## config.mk

```make
export PLATFORM = sky130hd
export DESIGN_NAME = pltg_queue
export DESIGN_NICKNAME = d
export VERILOG_FILES = /design/src/rtl/pltg_pkg.sv /design/src/rtl/pltg_queue.sv
export SDC_FILE = /design/constraint.sdc
export NUM_CORES = 1
export LEC_CHECK = 0
export ABC_AREA = 1
export BUFFER_PORTS_ARGS = -buffer_cell sky130_fd_sc_hd__buf_2
export CORE_ASPECT_RATIO = 1.1
export CORE_MARGIN = 5
export CORE_UTILIZATION = 35
export DETAILED_ROUTE_END_ITERATION = 7
export GPL_TIMING_DRIVEN = 0
export SYNTH_ARGS = -nofsm -noshare
export SYNTH_HDL_FRONTEND = slang
export SYNTH_SLANG_ARGS = --single-unit
```

## constraint.sdc

```tcl
create_clock -name clock -period 6.8 [get_ports clock]
set_clock_uncertainty 0.2 [all_clocks]
set_input_delay 0.34 -clock clock [delete_from_list [all_inputs] [get_ports clock]]
set_output_delay 0.34 -clock clock [all_outputs]
set_load 0.005 [all_outputs]
```

## src/rtl/pltg_pkg.sv

```systemverilog
// Shared types and constants of the piecewise linear trace gain block.
`default_nettype none
package pltg_pkg;

   localparam int MAX_KNEES   = 8;
   localparam int MAX_SAMPLES = 65536;
   localparam int KNEE_AW     = $clog2(MAX_KNEES);
   localparam int IDX_W       = $clog2(MAX_SAMPLES);
   localparam int NK_W        = 4;
   localparam int POS_W       = 24;
   localparam int DAT_W       = 32;

   // register indexes
   localparam logic [1:0] REG_NUM_KNEES    = 2'd0;
   localparam logic [1:0] REG_WINDOW_START = 2'd1;
   localparam logic [1:0] REG_WINDOW_END   = 2'd2;
   localparam logic [1:0] REG_GAIN_SOURCE  = 2'd3;

   // request kinds
   localparam logic FUNC_LOAD   = 1'b0;
   localparam logic FUNC_SAMPLE = 1'b1;

   localparam logic SRC_KNEES = 1'b0;
   localparam logic SRC_TRACE = 1'b1;

   typedef struct packed {
      logic [IDX_W-1:0] window_start;
      logic [IDX_W-1:0] window_end;
   } win_cfg_type;

   typedef struct packed {
      logic [NK_W-1:0] num_knees;
      logic            gain_source;
   } gain_cfg_type;

   typedef struct packed {
      logic                    is_load;
      logic [KNEE_AW-1:0]      slot;
      logic [POS_W-1:0]        pos;
      logic signed [DAT_W-1:0] kgain;
      logic signed [DAT_W-1:0] sample;
      logic signed [DAT_W-1:0] tgain;
      logic                    tend;
      logic [IDX_W-1:0]        idx;
      logic                    scale;
      logic                    seg_clear;
   } item_type;

endpackage
`default_nettype wire

```

## src/rtl/pltg_queue.sv

```systemverilog
// Two-entry queue between front and back end.
`default_nettype none
module pltg_queue (
   input  wire logic               clock,
   input  wire logic               reset,
   input  wire logic               push,
   input  wire pltg_pkg::item_type push_item,
   output logic                    full,
   input  wire logic               pop,
   output logic                    not_empty,
   output pltg_pkg::item_type      head
);
   pltg_pkg::item_type entry_ff [2];
   logic               wr_ptr_ff, rd_ptr_ff;
   logic [1:0]         count_ff;

   assign full      = (count_ff == 2'd2);
   assign not_empty = (count_ff != 2'd0);
   assign head      = entry_ff[rd_ptr_ff];

   // store on push
   always_ff @(posedge clock) begin
      if (push) begin
         entry_ff[wr_ptr_ff] <= push_item;
      end
   end

   // advance pointers and count
   always_ff @(posedge clock) begin
      if (reset) begin
         wr_ptr_ff <= 1'b0;
         rd_ptr_ff <= 1'b0;
         count_ff  <= 2'd0;
      end else begin
         if (push) wr_ptr_ff <= ~wr_ptr_ff;
         if (pop) rd_ptr_ff <= ~rd_ptr_ff;
         count_ff <= count_ff + {1'b0, push} - {1'b0, pop};
      end
   end
endmodule
`default_nettype wire

```

==> metrics.yaml <==
min_period_over_period_pct: 35.3
drt_iter0_markers: 225
tightest_slew_ps: 585
p_leak_uw: 0.00597
max_freq_mhz: 417
place_inst: 1188
placement.setup.worst_slack_ps: 4750
startpoint_type: "flip-flop"
crit_end: "head[85]"
fin_ws_ps: 4400
routed_wl_um: 23100
port_buffers: 291
yosys_register_bits: 291
drv_cap: 0
ys_types: 14
postCtsSetupBuffers: 0
place_hpwl_um: 15200
overflow: 0
clock_latency_ps: 540
clock_tree.root_cell: "clkbuf_16"
setup_viol: 0
drive_gt1_share_pct: 51.2
r2r_slack_ps: 4840
hp-start: "push_item[54]"
hold_viol: 0
grt_max_degree: 105
drc: 0
initial_core_util_pct: 35.5
avgViaCountPerCell: 4.34
outcome: "complete, no violations"
rsz0062_at_grt: "false"
arrival_ps: 1860
syn_nets: 625
die_h_um: 194
grtUsageTotal_pct: 12.7
ys_warn_count: 0
ys_seq_area_share_pct: 80.3
instances_no_fill: 1391
cpMaxStageDelayCell: "dfxtp_1"
clock-sinks: 291
fp.dieW_um: 178
syn_inst: 476
finalPower_uw: 4070
cts.hold.buffers_added: 147
first_pass_iters: 4
worstReg2RegStart: "wr_ptr_ff"
synthToLayoutAreaGrowth_pct: 41.7
worst-path-buf-inv: 4
rows: 67
tns_ps: 0
cts_tree: "yes"
wire_per_inst_um: 16.6
r2r_end: "entry_ff[1][117]"
diodes: 0
vias: 6036
dieArea_mm2: 0.0345
hold_class: "input port to flip-flop"
antenna_found_initial: 0
ir_drop_mv: 0.183
syn_avg_cell_area_um2: 22.7
required_ps: 6260
cpMostUsedCell: "buf_6"
core_mm2: 0.0305
clk_path_buf_depth: 3
gp_congestion: 0.707
min_period_ps: 2400
cpPeakStageDelay_ps: 320
endpoint_kind: "primary output"
crit_family: "buffers and inverters"
powerDensity_mw_per_mm2: 265
cp_cell_sequence: "buf_6 -> buf_6 -> buf_6 -> mux2_4 -> buf_2"
htree_levels: 1
grt_pass1_vias: 6547
drv_slew: 0
ant_nets: 0
nets: 1102
path_max_fanout: 10
path_class: "flip-flop to primary output"
pin_count: 292
r2r_cells: 3
path_clk_slew_ps: 60
cts_resized: 0
grt_pass1_wl_um: 34900
max_slew_margin_pct: 61.0
cp.depth: 5
netlist_area_mm2: 0.0108
numCtsBuffers: 30
## synth_stat cells
master	count	share of area, %
edfxtp_1	286	79
mux2_2	73	7.6
mux2_4	70	9.7
buf_6	9	0.94
inv_1	8	0.28
buf_2	7	0.32
nor2_1	7	0.24
dfxtp_1	5	0.92
nand2_1	5	0.17
ha_1	2	0.23
a21oi_1	1	0.046
nand3_1	1	0.046
nor3_1	1	0.046
xnor2_1	1	0.081
## layout make-up
type / count / area (um2)
flip-flops and latches: 291 / 8690
inverters: 8 / 37.5
fillers: 2638 / 15200
multi-input cells: 161 / 1970
clock inverters: 19 / 90.1
well taps: 414 / 518
repair buffers: 445 / 3090
plain buffers: 16 / 136
clock buffers: 37 / 798
## cells by family (layout without fill, tap and decap cells)
kind of cell	Yosys count	after routing	share of synthesized area (%)
AO/OA/AOI/OAI	1	1	0.0462
XOR/XNOR	1	1	0.0809
adder cells (fa/ha/maj)	2	2	0.231
buffers and inverters	24	525	1.54
flip-flops	291	291	80.3
multiplexers	143	143	17.3
AND/OR/NAND/NOR	14	14	0.509
## worst reg2reg max path: cells and delay by family (launching register included)
family | cells | cell delay [ps]
buffers and inverters | 2 | 750
flip-flops | 1 | 390
AND/OR/NAND/NOR | 1 | 160
## worst min path at each step
stage	depth (start not counted)	endpoint
6_report	2	entry_ff[0][54]
5_1_grt	2	entry_ff[0][141]
4_1_cts	2	entry_ff[1][57]
3_5_place_dp	2	rd_ptr_ff
3_3_place_gp	2	rd_ptr_ff
2_1_floorplan	1	count_ff[0]
## cell usage in the layout, fill, tap and decap left out, types with 2 or more instances in the layout
master,Yosys,routed
buf_2,7,298
edfxtp_1,286,286
dlygate4sd3_1,0,147
mux2_2,73,73
mux2_4,70,70
clkbuf_16,0,31
buf_6,9,9
clkinv_1,0,9
clkinv_2,0,8
inv_1,8,7
nor2_1,7,6
clkbuf_1,0,6
nand2_1,5,5
dfxtp_1,5,5
buf_12,0,4
buf_16,0,3
ha_1,2,2
## metal layers
metal | vias up | GRT usage [%] | routed length (um)
met2 | 221 | 22.7 | 11700
met5 | - | 0 | 0
met1 | 2933 | 14.7 | 9000
met4 | 0 | 3.32 | 522
met3 | 43 | 3.91 | 1970
li1 | 2839 | - | -
## sequential cells by signal (all words and copies together) (netlist names), named ones only
| name | count |
|---|---|
| count_ff | 2 |
| entry_ff | 286 |
| rd_ptr_ff | 1 |
| wr_ptr_ff | 1 |
## per-stage QoR
step,util (%),hold WS (ps),area [um2]
final,50.3,318,15300
after global routing,50.3,285,15300
after CTS,50.3,276,15300
after detailed placement,42.5,324,13000
after global placement,41.9,293,12800
after floorplan,-,211,10800
## report_power, final
| part | internal [uW] | switching, uW | leakage [uW] | total [uW] |
|---|---|---|---|---|
| sequential | 2080 | 20.4 | 0.00273 | 2100 |
| combinational | 287 | 215 | 0.00281 | 501 |
| clock | 828 | 641 | 0.000439 | 1470 |
Power figures use the tool's default switching activity.
