<file path="src/rtl/pltg_pkg.sv">
// Shared types and constants of the piecewise linear trace gain block.
`default_nettype none
package pltg_pkg;

   localparam int MAX_KNEES   = 8;
   localparam int MAX_SAMPLES = 65536;
   localparam int KNEE_AW     = $clog2(MAX_KNEES);
   localparam int IDX_W       = $clog2(MAX_SAMPLES);
   localparam int NK_W        = 4;
   localparam int POS_W       = 24;
   localparam int DAT_W       = 32;

   // register indexes
   localparam logic [1:0] REG_NUM_KNEES    = 2'd0;
   localparam logic [1:0] REG_WINDOW_START = 2'd1;
   localparam logic [1:0] REG_WINDOW_END   = 2'd2;
   localparam logic [1:0] REG_GAIN_SOURCE  = 2'd3;

   // request kinds
   localparam logic FUNC_LOAD   = 1'b0;
   localparam logic FUNC_SAMPLE = 1'b1;

   localparam logic SRC_KNEES = 1'b0;
   localparam logic SRC_TRACE = 1'b1;

   typedef struct packed {
      logic [IDX_W-1:0] window_start;
      logic [IDX_W-1:0] window_end;
   } win_cfg_type;

   typedef struct packed {
      logic [NK_W-1:0] num_knees;
      logic            gain_source;
   } gain_cfg_type;

   typedef struct packed {
      logic                    is_load;
      logic [KNEE_AW-1:0]      slot;
      logic [POS_W-1:0]        pos;
      logic signed [DAT_W-1:0] kgain;
      logic signed [DAT_W-1:0] sample;
      logic signed [DAT_W-1:0] tgain;
      logic                    tend;
      logic [IDX_W-1:0]        idx;
      logic                    scale;
      logic                    seg_clear;
   } item_type;

endpackage
`default_nettype wire

</file>
<file path="src/rtl/pltg_if.sv">
// Request and response channel interfaces.
`default_nettype none
interface pltg_req_if;
   logic               valid;
   logic               ready;
   logic               func;
   logic [2:0]         knee_slot;
   logic [23:0]        knee_position;
   logic signed [31:0] knee_gain;
   logic signed [31:0] sample_in;
   logic signed [31:0] trace_gain;
   logic               trace_end;
   modport source (output valid, func, knee_slot, knee_position, knee_gain, sample_in,
                   trace_gain, trace_end, input ready);
   modport sink (input valid, func, knee_slot, knee_position, knee_gain, sample_in,
                 trace_gain, trace_end, output ready);
endinterface

`default_nettype wire

</file>
<file path="src/rtl/pltg_front.sv">
// Front end: accepts requests, tracks the sample index and classifies each request.
`default_nettype none
module pltg_front (
   input  wire logic                  clock,
   input  wire logic                  reset,
   pltg_req_if.sink                   req_ch,
   input  wire pltg_pkg::win_cfg_type win_cfg,
   input  wire logic                  q_full,
   output logic                       q_push,
   output pltg_pkg::item_type         q_item
);
   logic [pltg_pkg::IDX_W-1:0] count_ff, count_in;
   logic                       in_win;

   assign req_ch.ready = !q_full;
   assign q_push = req_ch.valid && req_ch.ready;

   // classify the request against the window
   always_comb begin
      in_win = (win_cfg.window_start <= win_cfg.window_end)
            && (count_ff >= win_cfg.window_start) && (count_ff <= win_cfg.window_end);
      q_item.is_load   = (req_ch.func == pltg_pkg::FUNC_LOAD);
      q_item.slot      = req_ch.knee_slot;
      q_item.pos       = req_ch.knee_position;
      q_item.kgain     = req_ch.knee_gain;
      q_item.sample    = req_ch.sample_in;
      q_item.tgain     = req_ch.trace_gain;
      q_item.tend      = req_ch.trace_end;
      q_item.idx       = count_ff;
      q_item.scale     = in_win;
      q_item.seg_clear = req_ch.trace_end || (count_ff == {pltg_pkg::IDX_W{1'b1}});
   end

   // advance the index on each sample, restart after trace end or wrap
   always_comb begin
      count_in = count_ff;
      if (q_push && !q_item.is_load) begin
         count_in = q_item.seg_clear ? '0 : count_ff + 1'b1;
      end
   end

   always_ff @(posedge clock) begin
      if (reset) begin
         count_ff <= '0;
      end else begin
         count_ff <= count_in;
      end
   end
endmodule
`default_nettype wire

</file>
<file path="src/flat_wrapper.sv">
// flat-port wrapper written by rule: the top's interface ports become plain ports
module pltg_front_flat 
  (clock, reset, win_cfg, q_full, q_push, q_item, req_ch_valid, req_ch_func, req_ch_knee_slot, req_ch_knee_position, req_ch_knee_gain, req_ch_sample_in, req_ch_trace_gain, req_ch_trace_end, req_ch_ready);
  pltg_req_if req_ch_i ();
  input  wire logic clock;
  input  wire logic reset;
  input  wire pltg_pkg::win_cfg_type win_cfg;
  input  wire logic q_full;
  output logic q_push;
  output pltg_pkg::item_type q_item;
  input wire logic [$bits(req_ch_i.valid)-1:0] req_ch_valid;
  input wire logic [$bits(req_ch_i.func)-1:0] req_ch_func;
  input wire logic [$bits(req_ch_i.knee_slot)-1:0] req_ch_knee_slot;
  input wire logic [$bits(req_ch_i.knee_position)-1:0] req_ch_knee_position;
  input wire logic [$bits(req_ch_i.knee_gain)-1:0] req_ch_knee_gain;
  input wire logic [$bits(req_ch_i.sample_in)-1:0] req_ch_sample_in;
  input wire logic [$bits(req_ch_i.trace_gain)-1:0] req_ch_trace_gain;
  input wire logic [$bits(req_ch_i.trace_end)-1:0] req_ch_trace_end;
  output wire logic [$bits(req_ch_i.ready)-1:0] req_ch_ready;
  assign req_ch_i.valid = req_ch_valid;
  assign req_ch_i.func = req_ch_func;
  assign req_ch_i.knee_slot = req_ch_knee_slot;
  assign req_ch_i.knee_position = req_ch_knee_position;
  assign req_ch_i.knee_gain = req_ch_knee_gain;
  assign req_ch_i.sample_in = req_ch_sample_in;
  assign req_ch_i.trace_gain = req_ch_trace_gain;
  assign req_ch_i.trace_end = req_ch_trace_end;
  assign req_ch_ready = req_ch_i.ready;
  pltg_front u_core (.clock(clock), .reset(reset), .req_ch(req_ch_i), .win_cfg(win_cfg), .q_full(q_full), .q_push(q_push), .q_item(q_item));
endmodule
</file>
<file path="config.mk">
export PLATFORM = sky130hd
export DESIGN_NAME = pltg_front_flat
export DESIGN_NICKNAME = d
export VERILOG_FILES = /design/src/rtl/pltg_pkg.sv /design/src/rtl/pltg_if.sv /design/src/rtl/pltg_front.sv /design/src/flat_wrapper.sv
export SDC_FILE = /design/constraint.sdc
export NUM_CORES = 1
export LEC_CHECK = 0
export BUFFER_PORTS_ARGS = -buffer_cell sky130_fd_sc_hd__buf_2
export CAP_MARGIN = 20
export CELL_PAD_IN_SITES_DETAIL_PLACEMENT = 1
export CELL_PAD_IN_SITES_GLOBAL_PLACEMENT = 1
export CORE_AREA = 2 2 119 121
export DETAILED_ROUTE_END_ITERATION = 12
export DIE_AREA = 0 0 121 123
export GPL_TIMING_DRIVEN = 0
export PLACE_DENSITY = 0.89
export SLEW_MARGIN = 10
export SYNTH_ARGS = -nofsm -noshare
export SYNTH_HDL_FRONTEND = slang
export SYNTH_SLANG_ARGS = --single-unit
</file>
<file path="constraint.sdc">
create_clock -name clock -period 5.9 [get_ports clock]
set_input_delay 0.885 -clock clock [delete_from_list [all_inputs] [get_ports clock]]
set_output_delay 0.885 -clock clock [all_outputs]
set_load 0.02 [all_outputs]
</file>
==> flow_metrics.env, run 1 <==
export IMPL_status="finished, final reports clean"
export IMPL_arrival_ns=2.92
export IMPL_htree_levels=1
export IMPL_cp_start_kind="primary input"
export IMPL_yosysUniqueCellTypes=38
export IMPL_slew_viol_final=0
export IMPL_final_cell_area_um2=4050
export IMPL_postCtsHoldBufs=0
export IMPL_start_util_pct=20.8
export IMPL_cp_endpoint="q_item[1]"
export IMPL_nFillCells=1701
export IMPL_dp_cells=723
export IMPL_grt_pass1_wl_mm=13.8
export IMPL_netlist_area_um2=2830
export IMPL_tightestPinTransition_ns=0.363
export IMPL_wl_per_cell_um=13.1
export IMPL_globalRouteTotalUtil_pct=11.6
export IMPL_cts_setup_buffers=0
export IMPL_p_total_uw=486
export IMPL_crit_fanout=3
export IMPL_yosysTopAreaCell="buf_4"
export IMPL_finalWorstSetupSlack_ns=2.10
export IMPL_first_pass_iters=4
export IMPL_worst_slew_margin_rel_pct=75.1
export IMPL_portBuffers=182
export IMPL_holdCritPathClass="flop to flop"
export IMPL_drive_gt1_share_pct=58.7
export IMPL_r2r_start="u_core.count_ff[7]"
export IMPL_p_leak_nw=2.39
export IMPL_hold_viol=0
export IMPL_rows=43
export IMPL_largest_register="u_core.count_ff"
export IMPL_avgViaCountPerCell=4.05
export IMPL_fp_dieW_um=121
export IMPL_max_cap_violations=0
export IMPL_cts_root_buf="clkbuf_16"
export IMPL_place_hpwl_mm=8.68
export IMPL_fmax_ghz=0.263
export IMPL_pin_count=306
export IMPL_grt_pass1_vias=2887
export IMPL_cts_buffers=3
export IMPL_coreArea_um2=13600
export IMPL_period_share_pct=64.5
export IMPL_drc_errors=0
export IMPL_area_delta_synth_final_pct=43.3
export IMPL_overflow=0
export IMPL_fin_cells=727
export IMPL_dpl_cell_area_um2=3960
export IMPL_ys_seq_area_share_pct=11.3
export IMPL_final_antenna_net_count=0
export IMPL_final_min_clock_period_ns=3.80
export IMPL_wl_mm=9.54
export IMPL_seq_area_um2=320
export IMPL_syn_inst=361
export IMPL_ir_drop_uv=74.5
export IMPL_numClockSinks=16
export IMPL_die_h_um=123
export IMPL_ys_ff_latch=16
export IMPL_dieArea_um2=14900
export IMPL_setup_tns_ns=0
export IMPL_cts_tree="built"
export IMPL_antenna_found_initial=0
export IMPL_largest_register_ff_count=16
export IMPL_path_class="primary input to output port"
export IMPL_synth_area_leaders="buf_4 (33%), ha_1 (22%), dfxtp_1 (11%)"
export IMPL_clkLatencyLatePin_ns=0.24
export IMPL_r2r_end="u_core.count_ff[10]"
export IMPL_power_density_nw_per_um2=120
export IMPL_yosysMostFrequentCell="buf_4"
export IMPL_clock_skew_ns=0.00121
export IMPL_synthArstFlopShare_pct=0
export IMPL_synth_top_area_share_pct=33.5
export IMPL_dp_slack_ns=1.99
export IMPL_ctsLongestPathBuffers=2
export IMPL_syn_area_per_cell_um2=7.83
export IMPL_startpoint="win_cfg[27]"
export IMPL_clk_pin_slew_ns=0.05
export IMPL_r2r_slack_ns=4.14
export IMPL_cp_required_ns=5.02
export IMPL_synth_edf_count=0
export IMPL_setup_viol=0
export IMPL_place_gp_congestion=0.763
export IMPL_rsz0062_at_grt="false"
export IMPL_yosys_warnings=0
export IMPL_cts_resized=0
export IMPL_syn_nets=571
export IMPL_rr_worst_depth=7
export IMPL_reg_top3="u_core.count_ff x16"
export IMPL_synth_ff_type="dfxtp_1"
export IMPL_drt_iter0_markers=27
export IMPL_critPathCaptureType="output port"
export IMPL_vias=2946
export IMPL_final_nets=758
export IMPL_multi_input_area_um2=1410
export IMPL_synth_commonest_cells="buf_4 (126), ha_1 (49), inv_1 (37)"
export IMPL_grt_max_degree=11
export IMPL_insertedDiodeCount=0
## worst min-delay path by stage
stage                       startpoint  slack [ns]                  to  cells after the start
floorplan           u_core.count_ff[1]        0.61  u_core.count_ff[1]                      2
global placement    u_core.count_ff[1]        0.60  u_core.count_ff[1]                      2
detailed placement  u_core.count_ff[1]        0.61  u_core.count_ff[1]                      2
CTS                 u_core.count_ff[1]        0.62  u_core.count_ff[1]                      2
global route        u_core.count_ff[4]        0.68  u_core.count_ff[4]                      2
finish              u_core.count_ff[1]        0.61  u_core.count_ff[1]                      2
## power breakdown
part | internal [mW] | switching [mW]
Clock | 0.103 | 0.0414
Combinational | 0.112 | 0.120
Sequential | 0.109 | 0.00109
Total | 0.324 | 0.163
## worst max-delay path, stage by stage
cell and delay, ns:
buf_2 0.09, inv_1 0.04, ha_1 0.32, a21oi_1 0.13
o21ai_0 0.16, a2111oi_0 0.39, o21ai_0 0.24, a31oi_1 0.29
a211oi_2 0.07, buf_4 0.13, buf_2 0.16
## kinds of logic (layout without fill, tap and decap cells)
kind of cell / after synthesis / count (layout) / share of synthesized area, %
fa+ha+maj: 49 / 49 / 21.7
xor+xnor: 15 / 15 / 4.65
simple gates: 78 / 78 / 14.1
flops: 16 / 16 / 11.3
compound gates: 39 / 39 / 9.43
buf+inv: 164 / 350 / 38.8
## per-layer routing
layer  GRT usage (%)  wire length (um)  up-vias
li1                -                 -     1455
met5               0                 0        -
met2            24.9              5480      149
met3            2.03               804        4
met1            11.7              3210     1338
met4            1.53                40        0
## through the flow
| step | hold WS (ns) | utilization, % |
|---|---|---|
| final | 0.614 | 29.8 |
| after global routing | 0.685 | 29.8 |
| after floorplan | 0.612 | - |
| after CTS | 0.620 | 29.8 |
| after detailed placement | 0.609 | 29.1 |
| after global placement | 0.601 | 29.1 |
## area by class of cell
type	instances	share of cell area (%)
buffer	127	23.6
clock buffer	4	2.19
inverter	37	3.43
multi-input combinational	181	34.8
sequential	16	7.91
tap	180	5.56
timing repair buffer	182	22.5
## layout by cell type, fill, tap and decap left out, types with 2 or more instances in the layout
cell and instances:
xor2_1 6, a21oi_1 16, dfxtp_1 16, and4_1 2, nor2b_1 3, a211oi_1 2, nand2b_1 2, nor2_1 27
a41o_1 2, a21o_1 4, clkbuf_16 3, nand3_1 9, and4_4 2, xnor2_1 9, buf_4 126, o21ai_0 5
inv_1 37, buf_2 182, nand2_1 13, ha_1 49, nand4_1 12
(Power assumes the default switching activity.)
==> inputs of run 2 (changes only) <==
--- a/config.mk
+++ b/config.mk
@@ -9,9 +9,8 @@
 export CAP_MARGIN = 20
 export CELL_PAD_IN_SITES_DETAIL_PLACEMENT = 1
 export CELL_PAD_IN_SITES_GLOBAL_PLACEMENT = 1
-export CORE_AREA = 2 2 119 121
+export CORE_UTILIZATION = 20
 export DETAILED_ROUTE_END_ITERATION = 12
-export DIE_AREA = 0 0 121 123
 export GPL_TIMING_DRIVEN = 0
 export PLACE_DENSITY = 0.89
 export SLEW_MARGIN = 10
==> constraint.sdc (replaced) <==
create_clock -name clock -period 3.38 [get_ports clock]
set_input_delay 0.507 -clock clock [delete_from_list [all_inputs] [get_ports clock]]
set_output_delay 0.507 -clock clock [all_outputs]
set_load 0.02 [all_outputs]
==> flow_metrics.env, run 2 (synthesis gave the netlist of run 1 again) <==
export IMPL_rr_worst_depth=7
export IMPL_drt_iter0_markers=42
export IMPL_rows=43
export IMPL_final_nets=758
export IMPL_max_cap_violations=0
export IMPL_setup_viol=0
export IMPL_dieArea_um2=14600
export IMPL_multi_input_area_um2=1410
export IMPL_wl_per_cell_um=13.1
export IMPL_drc_errors=0
export IMPL_ir_drop_uv=159
export IMPL_power_density_nw_per_um2=210
export IMPL_pin_count=306
export IMPL_layout_common_cells="buf_2 (182), buf_4 (126), ha_1 (49)"
export IMPL_reg_top3="u_core.count_ff x16"
export IMPL_worst_slew_margin_rel_pct=73.0
export IMPL_rsz0062_at_grt="false"
export IMPL_largest_register_ff_count=16
export IMPL_crit_fanout=7
export IMPL_overflow=0
export IMPL_tightestPinTransition_ns=0.401
export IMPL_holdCritPathClass="primary input to flop"
export IMPL_grt_pass1_wl_mm=14.1
export IMPL_place_hpwl_mm=8.59
export IMPL_first_pass_iters=4
export IMPL_path_class="flop to output port"
export IMPL_p_leak_nw=2.40
export IMPL_grt_max_degree=11
export IMPL_hold_viol=0
export IMPL_antenna_found_initial=0
export IMPL_final_antenna_net_count=0
export IMPL_portBuffers=182
export IMPL_nFillCells=1756
export IMPL_grt_pass1_vias=2933
export IMPL_fp_dieW_um=121
export IMPL_clkLatencyLatePin_ns=0.25
export IMPL_mostFrequentLayoutCell="buf_2"
export IMPL_htree_levels=1
export IMPL_setup_tns_ns=0
export IMPL_wl_mm=9.49
export IMPL_numClockSinks=16
export IMPL_whs_path_depth=3
export IMPL_largest_register="u_core.count_ff"
export IMPL_seq_area_um2=322
export IMPL_cts_buffers=3
export IMPL_cp_required_ns=2.87
export IMPL_ctsLongestPathBuffers=2
export IMPL_vias=2934
export IMPL_avgViaCountPerCell=4.04
export IMPL_start_util_pct=20.4
export IMPL_cp_start_kind="flop"
export IMPL_slew_viol_final=0
export IMPL_clk_pin_slew_ns=0.05
export IMPL_critPathCaptureType="output port"
export IMPL_final_min_clock_period_ns=3.12
export IMPL_die_h_um=121
export IMPL_area_delta_synth_final_pct=43.4
export IMPL_status="finished, final reports clean"
export IMPL_clock_skew_ns=0.00389
export IMPL_arrival_ns=2.61
export IMPL_cts_tree="built"
export IMPL_cts_root_buf="clkbuf_16"
export IMPL_insertedDiodeCount=0
export IMPL_coreArea_um2=13800
export IMPL_place_gp_congestion=0.700
export IMPL_globalRouteTotalUtil_pct=12.2
export IMPL_period_share_pct=92.2
export IMPL_drive_gt1_share_pct=58.9
export IMPL_fmax_ghz=0.321
export IMPL_holdWs_ns=0.567
run 2: cell type report:
| cell class | instances | share of cell area (%) |
|---|---|---|
| Buffer | 127 | 23.6 |
| Clock buffer | 4 | 2.19 |
| Inverter | 37 | 3.43 |
| Multi-Input combinational cell | 181 | 34.8 |
| Sequential cell | 16 | 7.93 |
| Tap cell | 180 | 5.56 |
| Timing Repair Buffer | 182 | 22.5 |
run 2: per-layer routing:
| layer | global-route usage [%] | part of all wire, % | up-vias |
|---|---|---|---|
| met3 | 1.17 | 6.1 | 6 |
| li1 | - | - | 1454 |
| met5 | 0 | 0 | - |
| met1 | 12.1 | 34 | 1330 |
| met4 | 2.24 | 0.82 | 0 |
| met2 | 26.6 | 59 | 144 |
run 2: what timing repair did:
item                                    in CTS  in global routing
endpoints found under the setup margin       0                  1
hold buffers                                 0                  0
gates resized for setup                      0                  1
hold endpoints to repair                     0                  0
setup buffers                                0                  0
run 2: stage by stage:
stage	setup WS (ns)	total power, mW	area (um^2)	cells	utilization [%]
after detailed placement	0.233	0.607	3960	723	28.7
after global placement	0.225	0.594	3960	723	28.7
after CTS	0.0614	0.862	4050	727	29.3
final	0.264	0.850	4050	727	29.3
after global routing	0.0766	0.898	4050	727	29.3
after floorplan	0.840	0.483	2830	361	-
run 2: final timing paths:
path	start	to	slack (ns)
max	u_core.count_ff[10]	q_item[1]	0.26
max reg2reg	u_core.count_ff[7]	u_core.count_ff[8]	1.63
min reg2reg	u_core.count_ff[14]	u_core.count_ff[14]	0.62
min	reset	u_core.count_ff[0]	0.57
run 2: power by group:
group,switching [mW],internal [mW],leakage (nW)
registers,0.00214,0.190,0.129
logic,0.210,0.196,2.22
clock network,0.0728,0.180,0.0442
run 2: critical path, cell delays in order (launching register included):
cell and delay, ns:
dfxtp_1 0.54, ha_1 0.31, and2_0 0.16, a221o_1 0.31, a221oi_2 0.35, o21ai_1 0.13
a211oi_2 0.27, buf_4 0.14, buf_2 0.15
